==> src/rtl/ptzcf_pkg.sv <==
// Package for the PTZ camera command framer: widths, protocol byte codes,
// register indexes, job and handshake structs, and the front-end state type.
// No dependencies.
`default_nettype none

package ptzcf_pkg;

    // Field widths.
    localparam int ANGLE_W = 17;
    localparam int POS_W   = 16;
    localparam int PCT_W   = 7;
    localparam int CFG_IW  = 3;
    localparam int CFG_DW  = 17;

    // Divider geometry: numerator, divisor, remainder, steps of two bits.
    localparam int NUM_W     = 34;
    localparam int DEN_W     = 18;
    localparam int REM_W     = DEN_W + 1;
    localparam int DIV_STEPS = POS_W / 2;
    localparam int DIV_CW    = $clog2(DIV_STEPS);

    // Queue between front and back.
    localparam int Q_DEPTH = 2;
    localparam int Q_AW    = $clog2(Q_DEPTH);
    localparam int Q_CW    = $clog2(Q_DEPTH + 1);

    // Byte counter within a packet.
    localparam int IDX_W = 4;

    // Command kinds.
    localparam logic [1:0] FUNC_HOME    = 2'd0;
    localparam logic [1:0] FUNC_PANTILT = 2'd1;
    localparam logic [1:0] FUNC_ZOOM    = 2'd2;

    // Register indexes.
    localparam logic [CFG_IW-1:0] REG_PAN_MIN   = 3'd0;
    localparam logic [CFG_IW-1:0] REG_PAN_MAX   = 3'd1;
    localparam logic [CFG_IW-1:0] REG_TILT_MIN  = 3'd2;
    localparam logic [CFG_IW-1:0] REG_TILT_MAX  = 3'd3;
    localparam logic [CFG_IW-1:0] REG_ZOOM_LOW  = 3'd4;
    localparam logic [CFG_IW-1:0] REG_ZOOM_HIGH = 3'd5;

    // Register reset values.
    localparam logic signed [ANGLE_W-1:0] PAN_MIN_RST  = -17'sd43520;
    localparam logic signed [ANGLE_W-1:0] PAN_MAX_RST  = 17'sd43520;
    localparam logic signed [ANGLE_W-1:0] TILT_MIN_RST = -17'sd7680;
    localparam logic signed [ANGLE_W-1:0] TILT_MAX_RST = 17'sd23040;
    localparam logic [POS_W-1:0]          ZOOM_LOW_RST  = 16'd0;
    localparam logic [POS_W-1:0]          ZOOM_HIGH_RST = 16'd16384;

    // Packet byte codes.
    localparam logic [7:0] HDR_BASE       = 8'h80;
    localparam logic [7:0] MSG_COMMAND    = 8'h01;
    localparam logic [7:0] CAT_PANTILT    = 8'h06;
    localparam logic [7:0] CAT_CAMERA     = 8'h04;
    localparam logic [7:0] CMD_HOME       = 8'h04;
    localparam logic [7:0] CMD_ABS_POS    = 8'h02;
    localparam logic [7:0] CMD_ZOOM_DIRECT = 8'h47;
    localparam logic [7:0] TERMINATOR     = 8'hFF;

    // Clamp limits.
    localparam logic [7:0]       ADDR_MAX  = 8'd7;
    localparam logic [7:0]       SPEED_MAX = 8'h18;
    localparam logic [PCT_W-1:0] PCT_MAX   = 7'd100;
    localparam logic [PCT_W-1:0] PCT_HALF  = 7'd50;

    // Final byte index of each packet.
    localparam logic [IDX_W-1:0] LAST_HOME    = 4'd4;
    localparam logic [IDX_W-1:0] LAST_PANTILT = 4'd14;
    localparam logic [IDX_W-1:0] LAST_ZOOM    = 4'd8;

    // One classified command, ready to be framed.
    typedef struct packed {
        logic [1:0]       func;
        logic [7:0]       head;
        logic [7:0]       pan_speed;
        logic [7:0]       tilt_speed;
        logic [POS_W-1:0] pos_a;
        logic [POS_W-1:0] pos_b;
    } t_job;

    // Front to queue.
    typedef struct packed {
        logic push;
        t_job job;
    } t_qpush;

    // Queue to back.
    typedef struct packed {
        logic empty;
        t_job job;
    } t_qhead;

    // Divider load request.
    typedef struct packed {
        logic             load;
        logic [NUM_W-1:0] num;
        logic [DEN_W-1:0] den;
    } t_div_req;

    // Divider result.
    typedef struct packed {
        logic             done;
        logic [POS_W-1:0] quo;
    } t_div_rsp;

    typedef enum logic [2:0] {
        F_IDLE,
        F_OFS,
        F_NUM,
        F_DIV,
        F_PUSH
    } t_fstate;

endpackage

`default_nettype wire

==> src/rtl/ptzcf_div.sv <==
// Iterative restoring divider, two quotient bits per cycle, 16-bit quotient.
// Depends on ptzcf_pkg.
`default_nettype none

module ptzcf_div (
    input  wire logic                i_clk,
    input  wire logic                i_rst_n,
    input  wire ptzcf_pkg::t_div_req i_req,
    output ptzcf_pkg::t_div_rsp      o_rsp
);
    import ptzcf_pkg::*;

    logic [REM_W-1:0]  r_rem;
    logic [POS_W-1:0]  r_low;
    logic [DEN_W-1:0]  r_den;
    logic [DIV_CW-1:0] r_cnt;
    logic              r_run;

    logic [REM_W-1:0] s1, s2, rem1, rem2;
    logic             ge1, ge2;
    logic [POS_W-1:0] low1, low2;

    // Two restoring steps; the low word shifts out numerator bits and in quotient bits.
    always_comb begin
        s1   = {r_rem[REM_W-2:0], r_low[POS_W-1]};
        ge1  = s1 >= {1'b0, r_den};
        rem1 = ge1 ? s1 - {1'b0, r_den} : s1;
        low1 = {r_low[POS_W-2:0], ge1};
        s2   = {rem1[REM_W-2:0], low1[POS_W-1]};
        ge2  = s2 >= {1'b0, r_den};
        rem2 = ge2 ? s2 - {1'b0, r_den} : s2;
        low2 = {low1[POS_W-2:0], ge2};
    end

    // Control: after a load, run until the step counter reaches the last of DIV_STEPS steps.
    always_ff @(posedge i_clk) begin
        if (!i_rst_n) begin
            r_run <= 1'b0;
            r_cnt <= '0;
        end else if (i_req.load) begin
            r_run <= 1'b1;
            r_cnt <= '0;
        end else if (r_run) begin
            r_cnt <= r_cnt + 1'b1;
            if (r_cnt == DIV_CW'(DIV_STEPS - 1)) begin
                r_run <= 1'b0;
            end
        end
    end

    // Datapath. The upper numerator bits are known to stay below the divisor.
    always_ff @(posedge i_clk) begin
        if (i_req.load) begin
            r_rem <= {1'b0, i_req.num[NUM_W-1:POS_W]};
            r_low <= i_req.num[POS_W-1:0];
            r_den <= i_req.den;
        end else if (r_run) begin
            r_rem <= rem2;
            r_low <= low2;
        end
    end

    assign o_rsp.done = r_run && (r_cnt == DIV_CW'(DIV_STEPS - 1));
    assign o_rsp.quo  = r_low;

endmodule

`default_nettype wire

==> src/rtl/ptzcf_front.sv <==
// Front end: configuration registers, command intake, clamping and position scaling.
// Depends on ptzcf_pkg and ptzcf_div.
`default_nettype none

module ptzcf_front (
    input  wire logic                              i_clk,
    input  wire logic                              i_rst_n,
    input  wire logic                              start,
    output logic                                   busy,
    input  wire logic [1:0]                        i_func,
    input  wire logic [7:0]                        i_cam_address,
    input  wire logic signed [ptzcf_pkg::ANGLE_W-1:0] i_pan_angle,
    input  wire logic signed [ptzcf_pkg::ANGLE_W-1:0] i_tilt_angle,
    input  wire logic [7:0]                        i_pan_rate,
    input  wire logic [7:0]                        i_tilt_rate,
    input  wire logic signed [15:0]                i_zoom_percent,
    input  wire logic                              i_cfg_valid,
    input  wire logic [ptzcf_pkg::CFG_IW-1:0]      i_cfg_index,
    input  wire logic [ptzcf_pkg::CFG_DW-1:0]      i_cfg_data,
    input  wire logic                              i_q_full,
    output ptzcf_pkg::t_qpush                      o_qpush
);
    import ptzcf_pkg::*;

    // Configuration registers.
    logic signed [ANGLE_W-1:0] r_pan_min, r_pan_max, r_tilt_min, r_tilt_max;
    logic [POS_W-1:0]          r_zoom_low, r_zoom_high;

    always_ff @(posedge i_clk) begin
        if (!i_rst_n) begin
            r_pan_min   <= PAN_MIN_RST;
            r_pan_max   <= PAN_MAX_RST;
            r_tilt_min  <= TILT_MIN_RST;
            r_tilt_max  <= TILT_MAX_RST;
            r_zoom_low  <= ZOOM_LOW_RST;
            r_zoom_high <= ZOOM_HIGH_RST;
        end else if (i_cfg_valid) begin
            unique case (i_cfg_index)
                REG_PAN_MIN:   r_pan_min   <= $signed(i_cfg_data);
                REG_PAN_MAX:   r_pan_max   <= $signed(i_cfg_data);
                REG_TILT_MIN:  r_tilt_min  <= $signed(i_cfg_data);
                REG_TILT_MAX:  r_tilt_max  <= $signed(i_cfg_data);
                REG_ZOOM_LOW:  r_zoom_low  <= i_cfg_data[POS_W-1:0];
                REG_ZOOM_HIGH: r_zoom_high <= i_cfg_data[POS_W-1:0];
                default: ;
            endcase
        end
    end

    // State machine.
    t_fstate r_state, n_state;
    logic    accept;
    t_div_rsp pan_rsp, tilt_rsp;

    always_ff @(posedge i_clk) begin
        if (!i_rst_n) begin
            r_state <= F_IDLE;
        end else begin
            r_state <= n_state;
        end
    end

    always_comb begin
        n_state = r_state;
        unique case (r_state)
            F_IDLE: begin
                if (start) begin
                    unique case (i_func)
                        FUNC_HOME:    n_state = F_PUSH;
                        FUNC_PANTILT: n_state = F_OFS;
                        FUNC_ZOOM:    n_state = F_OFS;
                        default:      n_state = F_IDLE;
                    endcase
                end
            end
            F_OFS:  n_state = F_NUM;
            F_NUM:  n_state = F_DIV;
            F_DIV: begin
                if (pan_rsp.done && tilt_rsp.done) begin
                    n_state = F_PUSH;
                end
            end
            F_PUSH: begin
                if (!i_q_full) begin
                    n_state = F_IDLE;
                end
            end
            default: n_state = F_IDLE;
        endcase
    end

    assign busy   = (r_state != F_IDLE);
    assign accept = start && (r_state == F_IDLE);

    // Intake clamps.
    logic [7:0]                c_head, c_ps, c_ts;
    logic signed [ANGLE_W-1:0] c_pan, c_tilt;
    logic [PCT_W-1:0]          c_pct;

    always_comb begin
        if (i_cam_address == 8'd0) begin
            c_head = HDR_BASE | 8'd1;
        end else if (i_cam_address > ADDR_MAX) begin
            c_head = HDR_BASE | ADDR_MAX;
        end else begin
            c_head = HDR_BASE | i_cam_address;
        end

        if (i_pan_rate == 8'd0)          c_ps = 8'd1;
        else if (i_pan_rate > SPEED_MAX) c_ps = SPEED_MAX;
        else                             c_ps = i_pan_rate;

        if (i_tilt_rate == 8'd0)          c_ts = 8'd1;
        else if (i_tilt_rate > SPEED_MAX) c_ts = SPEED_MAX;
        else                              c_ts = i_tilt_rate;

        // Out-of-range angles stick to the nearer end of the range.
        if (i_pan_angle < r_pan_min)      c_pan = r_pan_min;
        else if (i_pan_angle > r_pan_max) c_pan = r_pan_max;
        else                              c_pan = i_pan_angle;

        if (i_tilt_angle < r_tilt_min)      c_tilt = r_tilt_min;
        else if (i_tilt_angle > r_tilt_max) c_tilt = r_tilt_max;
        else                                c_tilt = i_tilt_angle;

        if (i_zoom_percent < 16'sd0) begin
            c_pct = '0;
        end else if (i_zoom_percent > $signed({9'd0, PCT_MAX})) begin
            c_pct = PCT_MAX;
        end else begin
            c_pct = i_zoom_percent[PCT_W-1:0];
        end
    end

    logic [1:0]                r_func;
    logic [7:0]                r_head, r_ps, r_ts;
    logic signed [ANGLE_W-1:0] r_pan_a, r_tilt_a;
    logic [PCT_W-1:0]          r_pct;

    always_ff @(posedge i_clk) begin
        if (accept) begin
            r_func   <= i_func;
            r_head   <= c_head;
            r_ps     <= c_ps;
            r_ts     <= c_ts;
            r_pan_a  <= c_pan;
            r_tilt_a <= c_tilt;
            r_pct    <= c_pct;
        end
    end

    // Offsets, spans and the zoom product.
    logic signed [ANGLE_W:0] pan_sd, tilt_sd, pan_od, tilt_od;
    logic signed [ANGLE_W-1:0] zoom_delta;

    always_comb begin
        pan_sd     = {r_pan_max[ANGLE_W-1], r_pan_max} - {r_pan_min[ANGLE_W-1], r_pan_min};
        tilt_sd    = {r_tilt_max[ANGLE_W-1], r_tilt_max} - {r_tilt_min[ANGLE_W-1], r_tilt_min};
        pan_od     = {r_pan_a[ANGLE_W-1], r_pan_a} - {r_pan_min[ANGLE_W-1], r_pan_min};
        tilt_od    = {r_tilt_a[ANGLE_W-1], r_tilt_a} - {r_tilt_min[ANGLE_W-1], r_tilt_min};
        zoom_delta = $signed({1'b0, r_zoom_high}) - $signed({1'b0, r_zoom_low});
    end

    logic [ANGLE_W-1:0]  r_pan_off, r_pan_span, r_tilt_off, r_tilt_span;
    logic                r_pan_empty, r_tilt_empty;
    logic signed [24:0]  r_zterm;
    logic [22:0]         r_zbase;

    always_ff @(posedge i_clk) begin
        if (r_state == F_OFS) begin
            r_pan_off    <= pan_od[ANGLE_W-1:0];
            r_pan_span   <= pan_sd[ANGLE_W-1:0];
            r_pan_empty  <= pan_sd[ANGLE_W] || (pan_sd == '0);
            r_tilt_off   <= tilt_od[ANGLE_W-1:0];
            r_tilt_span  <= tilt_sd[ANGLE_W-1:0];
            r_tilt_empty <= tilt_sd[ANGLE_W] || (tilt_sd == '0);
            r_zterm      <= zoom_delta * $signed({1'b0, r_pct});
            r_zbase      <= r_zoom_low * PCT_MAX;
        end
    end

    // Numerators: off * 65535 * 2 + span over 2 * span; zoom sum plus 50 over 100.
    logic [NUM_W-1:0]  pan_num, tilt_num, zoom_num;
    logic signed [24:0] zoom_sum;
    t_div_req          pan_req, tilt_req;

    always_comb begin
        pan_num  = {r_pan_off, 17'd0} - {16'd0, r_pan_off, 1'b0}
                 + {17'd0, r_pan_span};
        tilt_num = {r_tilt_off, 17'd0} - {16'd0, r_tilt_off, 1'b0}
                 + {17'd0, r_tilt_span};
        zoom_sum = $signed({2'b00, r_zbase}) + r_zterm + $signed({18'd0, PCT_HALF});
        zoom_num = {11'd0, zoom_sum[22:0]};

        pan_req.load  = (r_state == F_NUM);
        tilt_req.load = (r_state == F_NUM);

        if (r_func == FUNC_ZOOM) begin
            pan_req.num = zoom_num;
            pan_req.den = {11'd0, PCT_MAX};
        end else if (r_pan_empty) begin
            pan_req.num = '0;
            pan_req.den = DEN_W'(1);
        end else begin
            pan_req.num = pan_num;
            pan_req.den = {r_pan_span, 1'b0};
        end

        if (r_tilt_empty) begin
            tilt_req.num = '0;
            tilt_req.den = DEN_W'(1);
        end else begin
            tilt_req.num = tilt_num;
            tilt_req.den = {r_tilt_span, 1'b0};
        end
    end

    ptzcf_div u_pan_div (
        .i_clk   (i_clk),
        .i_rst_n (i_rst_n),
        .i_req   (pan_req),
        .o_rsp   (pan_rsp)
    );

    ptzcf_div u_tilt_div (
        .i_clk   (i_clk),
        .i_rst_n (i_rst_n),
        .i_req   (tilt_req),
        .o_rsp   (tilt_rsp)
    );

    // Hand the classified command to the queue.
    always_comb begin
        o_qpush.push           = (r_state == F_PUSH) && !i_q_full;
        o_qpush.job.func       = r_func;
        o_qpush.job.head       = r_head;
        o_qpush.job.pan_speed  = r_ps;
        o_qpush.job.tilt_speed = r_ts;
        o_qpush.job.pos_a      = pan_rsp.quo;
        o_qpush.job.pos_b      = tilt_rsp.quo;
    end

endmodule

`default_nettype wire

==> src/rtl/ptzcf_queue.sv <==
// Two-entry job queue between the front end and the packet sender.
// Depends on ptzcf_pkg.
`default_nettype none

module ptzcf_queue (
    input  wire logic              i_clk,
    input  wire logic              i_rst_n,
    input  wire ptzcf_pkg::t_qpush i_qpush,
    output logic                   o_full,
    input  wire logic              i_pop,
    output ptzcf_pkg::t_qhead      o_qhead
);
    import ptzcf_pkg::*;

    t_job            r_mem [Q_DEPTH];
    logic [Q_AW-1:0] r_wp, r_rp;
    logic [Q_CW-1:0] r_cnt;

    // Pointers and fill level.
    always_ff @(posedge i_clk) begin
        if (!i_rst_n) begin
            r_wp  <= '0;
            r_rp  <= '0;
            r_cnt <= '0;
        end else begin
            if (i_qpush.push) begin
                r_wp <= r_wp + 1'b1;
            end
            if (i_pop) begin
                r_rp <= r_rp + 1'b1;
            end
            if (i_qpush.push && !i_pop) begin
                r_cnt <= r_cnt + 1'b1;
            end else if (i_pop && !i_qpush.push) begin
                r_cnt <= r_cnt - 1'b1;
            end
        end
    end

    // Entry storage.
    always_ff @(posedge i_clk) begin
        if (i_qpush.push) begin
            r_mem[r_wp] <= i_qpush.job;
        end
    end

    assign o_full        = (r_cnt == Q_CW'(Q_DEPTH));
    assign o_qhead.empty = (r_cnt == '0);
    assign o_qhead.job   = r_mem[r_rp];

endmodule

`default_nettype wire

==> src/rtl/ptzcf_back.sv <==
// Packet sender: walks the bytes of one queued job per packet, one beat a cycle.
// Depends on ptzcf_pkg.
`default_nettype none

module ptzcf_back (
    input  wire logic              i_clk,
    input  wire logic              i_rst_n,
    input  wire ptzcf_pkg::t_qhead i_qhead,
    output logic                   o_pop,
    output logic                   o_valid,
    output logic [7:0]             o_packet_byte,
    output logic                   o_last_byte
);
    import ptzcf_pkg::*;

    t_job             r_cur;
    logic [IDX_W-1:0] r_idx;
    logic             r_active;

    logic [7:0]       c_byte;
    logic             c_last;
    logic [IDX_W-1:0] c_last_idx;

    // Byte selection for the current packet position.
    always_comb begin
        unique case (r_cur.func)
            FUNC_PANTILT: c_last_idx = LAST_PANTILT;
            FUNC_ZOOM:    c_last_idx = LAST_ZOOM;
            default:      c_last_idx = LAST_HOME;
        endcase
        c_last = (r_idx == c_last_idx);

        c_byte = TERMINATOR;
        unique case (r_cur.func)
            FUNC_PANTILT: begin
                unique case (r_idx)
                    4'd0:    c_byte = r_cur.head;
                    4'd1:    c_byte = MSG_COMMAND;
                    4'd2:    c_byte = CAT_PANTILT;
                    4'd3:    c_byte = CMD_ABS_POS;
                    4'd4:    c_byte = r_cur.pan_speed;
                    4'd5:    c_byte = r_cur.tilt_speed;
                    4'd6:    c_byte = {4'd0, r_cur.pos_a[15:12]};
                    4'd7:    c_byte = {4'd0, r_cur.pos_a[11:8]};
                    4'd8:    c_byte = {4'd0, r_cur.pos_a[7:4]};
                    4'd9:    c_byte = {4'd0, r_cur.pos_a[3:0]};
                    4'd10:   c_byte = {4'd0, r_cur.pos_b[15:12]};
                    4'd11:   c_byte = {4'd0, r_cur.pos_b[11:8]};
                    4'd12:   c_byte = {4'd0, r_cur.pos_b[7:4]};
                    4'd13:   c_byte = {4'd0, r_cur.pos_b[3:0]};
                    default: c_byte = TERMINATOR;
                endcase
            end
            FUNC_ZOOM: begin
                unique case (r_idx)
                    4'd0:    c_byte = r_cur.head;
                    4'd1:    c_byte = MSG_COMMAND;
                    4'd2:    c_byte = CAT_CAMERA;
                    4'd3:    c_byte = CMD_ZOOM_DIRECT;
                    4'd4:    c_byte = {4'd0, r_cur.pos_a[15:12]};
                    4'd5:    c_byte = {4'd0, r_cur.pos_a[11:8]};
                    4'd6:    c_byte = {4'd0, r_cur.pos_a[7:4]};
                    4'd7:    c_byte = {4'd0, r_cur.pos_a[3:0]};
                    default: c_byte = TERMINATOR;
                endcase
            end
            default: begin
                unique case (r_idx)
                    4'd0:    c_byte = r_cur.head;
                    4'd1:    c_byte = MSG_COMMAND;
                    4'd2:    c_byte = CAT_PANTILT;
                    4'd3:    c_byte = CMD_HOME;
                    default: c_byte = TERMINATOR;
                endcase
            end
        endcase
    end

    // Take the next job when idle or on the last byte of the current one.
    assign o_pop = (!r_active || c_last) && !i_qhead.empty;

    always_ff @(posedge i_clk) begin
        if (!i_rst_n) begin
            r_active <= 1'b0;
            r_idx    <= '0;
            o_valid  <= 1'b0;
        end else begin
            o_valid <= r_active;
            if (o_pop) begin
                r_active <= 1'b1;
                r_idx    <= '0;
            end else if (r_active) begin
                r_idx <= r_idx + 1'b1;
                if (c_last) begin
                    r_active <= 1'b0;
                end
            end
        end
    end

    // Job and output beat registers.
    always_ff @(posedge i_clk) begin
        if (o_pop) begin
            r_cur <= i_qhead.job;
        end
        o_packet_byte <= c_byte;
        o_last_byte   <= c_last;
    end

endmodule

`default_nettype wire

==> src/rtl/ptz_camera_command_framer_top.sv <==
// Top level of the PTZ camera command framer: front end, job queue, packet sender.
// Depends on ptzcf_pkg, ptzcf_front, ptzcf_queue and ptzcf_back.
//
// Channel   Direction  Handshake                   Payload
// command   in         start high, busy low         func, address, angles, rates, zoom
// config    in         i_cfg_valid & o_cfg_ready    register index, data
// packet    out        o_valid high for each byte   packet byte, last-byte flag
//
// A pan/tilt or zoom command holds the front end from acceptance to hand-off
// through the offset, numerator, divider and push states; home goes straight to push.
// The sender emits one byte per cycle, in packets of 5, 15 or 9 bytes that go out
// back to back while jobs wait in the queue.
// Reset is synchronous; it clears control state and loads the configuration reset values.
// The receiver takes every beat; back pressure stops at the two-entry queue,
// which holds the front end in its push state, with busy high, while it is full.
`default_nettype none

module ptz_camera_command_framer_top (
    input  wire logic                                 i_clk,
    input  wire logic                                 i_rst_n,
    input  wire logic                                 start,
    output logic                                      busy,
    input  wire logic [1:0]                           i_func,
    input  wire logic [7:0]                           i_cam_address,
    input  wire logic signed [ptzcf_pkg::ANGLE_W-1:0] i_pan_angle,
    input  wire logic signed [ptzcf_pkg::ANGLE_W-1:0] i_tilt_angle,
    input  wire logic [7:0]                           i_pan_rate,
    input  wire logic [7:0]                           i_tilt_rate,
    input  wire logic signed [15:0]                   i_zoom_percent,
    input  wire logic                                 i_cfg_valid,
    output logic                                      o_cfg_ready,
    input  wire logic [ptzcf_pkg::CFG_IW-1:0]         i_cfg_index,
    input  wire logic [ptzcf_pkg::CFG_DW-1:0]         i_cfg_data,
    output logic                                      o_valid,
    output logic [7:0]                                o_packet_byte,
    output logic                                      o_last_byte
);
    import ptzcf_pkg::*;

    t_qpush qpush;
    t_qhead qhead;
    logic   q_full;
    logic   q_pop;

    // Register writes are always taken.
    assign o_cfg_ready = 1'b1;

    ptzcf_front u_front (
        .i_clk          (i_clk),
        .i_rst_n        (i_rst_n),
        .start          (start),
        .busy           (busy),
        .i_func         (i_func),
        .i_cam_address  (i_cam_address),
        .i_pan_angle    (i_pan_angle),
        .i_tilt_angle   (i_tilt_angle),
        .i_pan_rate     (i_pan_rate),
        .i_tilt_rate    (i_tilt_rate),
        .i_zoom_percent (i_zoom_percent),
        .i_cfg_valid    (i_cfg_valid),
        .i_cfg_index    (i_cfg_index),
        .i_cfg_data     (i_cfg_data),
        .i_q_full       (q_full),
        .o_qpush        (qpush)
    );

    ptzcf_queue u_queue (
        .i_clk   (i_clk),
        .i_rst_n (i_rst_n),
        .i_qpush (qpush),
        .o_full  (q_full),
        .i_pop   (q_pop),
        .o_qhead (qhead)
    );

    ptzcf_back u_back (
        .i_clk         (i_clk),
        .i_rst_n       (i_rst_n),
        .i_qhead       (qhead),
        .o_pop         (q_pop),
        .o_valid       (o_valid),
        .o_packet_byte (o_packet_byte),
        .o_last_byte   (o_last_byte)
    );

endmodule

`default_nettype wire

==> config.mk <==
export PLATFORM = sky130hd
export DESIGN_NAME = ptz_camera_command_framer_top
export DESIGN_NICKNAME = d
export VERILOG_FILES = /design/src/rtl/ptzcf_pkg.sv /design/src/rtl/ptzcf_div.sv /design/src/rtl/ptzcf_front.sv /design/src/rtl/ptzcf_queue.sv /design/src/rtl/ptzcf_back.sv /design/src/rtl/ptz_camera_command_framer_top.sv
export SDC_FILE = /design/constraint.sdc
export NUM_CORES = 2
export LEC_CHECK = 0
export BUFFER_PORTS_ARGS = -buffer_cell sky130_fd_sc_hd__buf_2
export CORE_MARGIN = 2
export CORE_UTILIZATION = 45
export DETAILED_ROUTE_END_ITERATION = 10
export SKIP_LAST_GASP = 1
export SLEW_MARGIN = 15
export SYNTH_ARGS = -nofsm -noshare
export SYNTH_HDL_FRONTEND = slang
export SYNTH_SLANG_ARGS = --single-unit
==> constraint.sdc <==
create_clock -name i_clk -period 8.9 [get_ports i_clk]
set_input_delay 0.445 -clock i_clk [delete_from_list [all_inputs] [get_ports i_clk]]
set_output_delay 0.445 -clock i_clk [all_outputs]
set_load 0.005 [all_outputs]
==> Implementation_results.wiki <==
{| class="wikitable"
! Metric !! Value
|-
| CTS Root Cell || clkbuf_16
|-
| Total routing resource utilization after global routing || 22.2%
|-
| Final estimated routing congestion in global placement || 0.925
|-
| Remaining routing DRC violations || 0
|-
| Number of buffers added on ports || 110
|-
| Iteration-0 DRC Markers || 2,157
|-
| Status || complete, no violations
|-
| Height of the die || 305 um
|-
| Setup repair after global routing missed its margin || false
|-
| Synthesized area per cell || 9.96 sq um
|-
| Max-cap check violation count || 0
|-
| Placeable core region || 90,000 sq um
|-
| Worst setup path class || reg -> reg
|-
| Yosys warning count || 0
|-
| Fin util || 49.9%
|-
| Number of antenna violations at the first check in global routing || 10
|-
| Arrival time of data at the critical path endpoint || 7420 ps
|-
| Share of post-route cells with drive strength above 1 || 8.87%
|-
| Top library cells by usage in the layout, fill and taps aside || 455 x edfxtp_1, 415 x inv_1, 407 x ha_1, 381 x nand2_1, 270 x a21oi_1
|-
| Least-Margin Pin Slew || 1140 ps
|-
| Hold Worst Slack || 62.4 ps
|-
| Layout Skew || 28.5 ps
|-
| Worst hold start || i_func[1]
|-
| Power per cell area || 303 nW/um^2
|-
| Worst-skew pair later-pin latency || 620 ps
|-
| Total Wirelength || 104 mm
|-
| Maximum number of pins on one net before global-route repair || 90
|-
| Number of flops mapped to enable cells by yosys || 455
|-
| Clock-pin slew on the worst setup and hold paths || 60 ps
|-
| Clock tree buffer depth || 3
|-
| Fill cells || 8,506
|-
| Most used DFF post-synth || edfxtp_1
|-
| Data required time at the worst endpoint || 9260 ps
|-
| Period Utilization, post-route || 79.3%
|-
| Via count of the first global-routing pass || 29,100
|-
| Number of optimization iterations in the first detailed-route pass || 6
|-
| Drt wl/cell || 19.1 um
|-
| Register area share after synthesis || 39.8%
|-
| Final setup violation count || 0
|-
| Setup crit start kind || flop
|-
| Via count of the routed design || 30,300
|-
| CTS buffer count || 68
|-
| Effective utilization at floorplan || 45.4%
|-
| Post-Synthesis Cell Area || 40,800 sq um
|-
| Boundary Pins || 112
|-
| Remaining global-route overflow || 0
|-
| Most common library cell in the layout ignoring fill and taps || edfxtp_1
|-
| Synthesized instance count || 4,102
|-
| FF+latch count, synth || 585
|-
| Critical Path End Type || flop
|-
| Max Fanout on Critical Path || 10
|-
| Reg2reg setup slack || 1840 ps
|-
| Maximum VDD drop || 0.211 mV
|-
| Min-Delay Path Depth || 1
|-
| Number of buffers inserted for hold repair after clock tree synthesis || 0
|-
| Achievable Freq || 142 MHz
|-
| Endpoint of the worst hold-timing path || u_front.r_func[1]
|-
| Worst rel slew slack || 24.0%
|-
| Final critical delay including setup and external delays || 7060 ps
|-
| Clk sink count || 585
|-
| Leakage power || 18.4 nW
|-
| Number of vias per cell after detailed routing || 5.57
|-
| Width of the die || 305 um
|-
| Capturing point of the worst reg2reg path || u_front.r_zterm[22]
|-
| Source of the worst register-to-register timing path || u_front.r_zoom_low[2]
|-
| Post-cts resize count || 0
|-
| Global-route wire length before repair || 165 mm
|-
| Overall die area || 93,200 sq um
|-
| Combined area of the multi-input logic cells || 22,700 sq um
|-
| Number of levels the H-tree was split into || 3
|-
| Worst hold path class || in -> reg
|-
| Reg2Reg Depth || 23
|-
| Clock tree from TritonCTS || done
|-
| Area growth from synthesis to layout || 9.87%
|-
| Number of distinct library cells after synthesis || 81
|-
| Final HPWL from detailed placement || 79.6 mm
|-
| Post-CTS setup buffer count || 0
|-
| Pins Over Slew Limit || 0
|-
| Reg area || 16,300 sq um
|-
| Total negative slack for setup checks || 0 ps
|-
| Final Hold Fails || 0
|-
| Fraction of registers with async set/reset || 0%
|-
| Floorplan row count || 110
|-
| Remaining number of nets flagged by the antenna check after routing || 0
|-
| Fin nets || 4,815
|}
## metal layers
layer / vias to the layer above / wire length, um / GRT usage (%)
met1: 14400 / 50400 / 32.8
met3: 143 / 5110 / 2.58
met5: - / 0 / 0
li1: 14900 / - / -
met4: 0 / 2270 / 5.38
met2: 786 / 45800 / 34.7
## kinds of logic after synthesis
family / count (synthesis) / synth area share (%)
AOI/OAI and AO/OA: 854 / 13.5
xor gates and xnor gates: 214 / 4.62
adders and majority gates: 514 / 17.7
buffers and inverters: 539 / 4.98
DFF: 585 / 39.8
muxes: 180 / 4.70
other: 2 / 0.0184
and+or+nand+nor: 1214 / 14.7
## metrics by stage
stage | cells | cell area, sq um | setup slack [ps] | total power (W)
6_report | 5427 | 44900 | 1840 | 0.0136
5_1_grt | 5426 | 44900 | 1420 | 0.0146
4_1_cts | 5426 | 44900 | 1880 | 0.0136
3_5_place_dp | 5307 | 42700 | 1880 | 0.0109
3_3_place_gp | 5307 | 42700 | 2060 | 0.0108
2_1_floorplan | 4111 | 40900 | 2520 | 0.00923
## worst max-delay path, cell delays in order, from the launching register on
cell,delay [ps]
dfxtp_1,410
inv_1,70
ha_1,310
nor2b_1,160
o31a_1,280
o211ai_1,290
a21oi_1,150
nor3_1,410
nor3_1,160
o31ai_1,330
nor2b_1,490
nand2_1,210
fa_1,560
inv_1,50
fa_1,460
fa_1,540
inv_1,50
fa_1,460
inv_1,70
ha_1,220
nor3_1,80
and4_1,210
o41ai_1,400
xnor3_1,460
## cell usage after synthesis, drive strengths merged, types with 22 or more instances
master    n  share of area [%]
fa      107                5.2
o21a     48               0.88
and2    117                1.8
nand2b   49               0.75
a211oi   30               0.55
edfxtp  455                 33
inv     418                3.8
a221oi   22               0.47
o31ai    23               0.42
nor2b    71                1.1
and3     24               0.37
nand3    92                1.1
a31oi    30               0.46
nand4    47               0.72
ha      407                 12
o211ai   45               0.83
a22oi    26               0.48
clkbuf  104               0.96
xnor2   160                3.4
a21o     58                1.1
dfxtp   130                6.4
mux2i    87                2.1
nor2    209                1.9
nor3     87                1.1
xor2     53                1.1
or3      49               0.77
nand2   382                3.5
a21oi   271                3.3
o21ai   150                1.8
mux2     93                2.6
nor4     27               0.41
## worst max-delay path by stage
stage | slack, ps | endpoint | cells past startpoint | start
global placement | 2060 | u_front.r_zterm[22] | 23 | u_front.r_zoom_low[2]
global route | 1420 | u_front.r_zterm[22] | 23 | u_front.r_zoom_low[0]
finish | 1840 | u_front.r_zterm[22] | 23 | u_front.r_zoom_low[2]
floorplan | 2520 | u_front.r_zterm[22] | 22 | u_front.r_zoom_low[1]
detailed placement | 1880 | u_front.r_zterm[22] | 23 | u_front.r_zoom_low[2]
CTS | 1880 | u_front.r_zterm[22] | 23 | u_front.r_zoom_low[2]
## where the power goes
group          switching [W]  total [W]  internal, W
Clock                0.00112    0.00270      0.00158
Sequential          0.000308    0.00406      0.00375
Combinational        0.00392    0.00682      0.00290
Total                0.00535     0.0136      0.00823
## sequential cells by signal, indices dropped and copies added (netlist names), 18 cells and up
signal                    count
u_queue.r_mem               114
u_front.u_tilt_div.r_rem     18
u_front.u_pan_div.r_den      18
u_front.u_pan_div.r_rem      18
u_front.r_zterm              23
u_front.r_zbase              21
u_front.u_tilt_div.r_den     18
u_back.r_cur                 57
## area by class of cell
| cell class | instances | share of cell area (%) |
|---|---|---|
| Antenna cell | 1 | 0.00558 |
| Clock buffer | 88 | 4.20 |
| Clock inverter | 31 | 0.552 |
| Inverter | 418 | 3.50 |
| Multi-Input combinational cell | 2987 | 50.5 |
| Sequential cell | 585 | 36.2 |
| Tap cell | 1176 | 3.28 |
| Timing Repair Buffer | 141 | 1.75 |
Power figures use the tool's default switching activity.
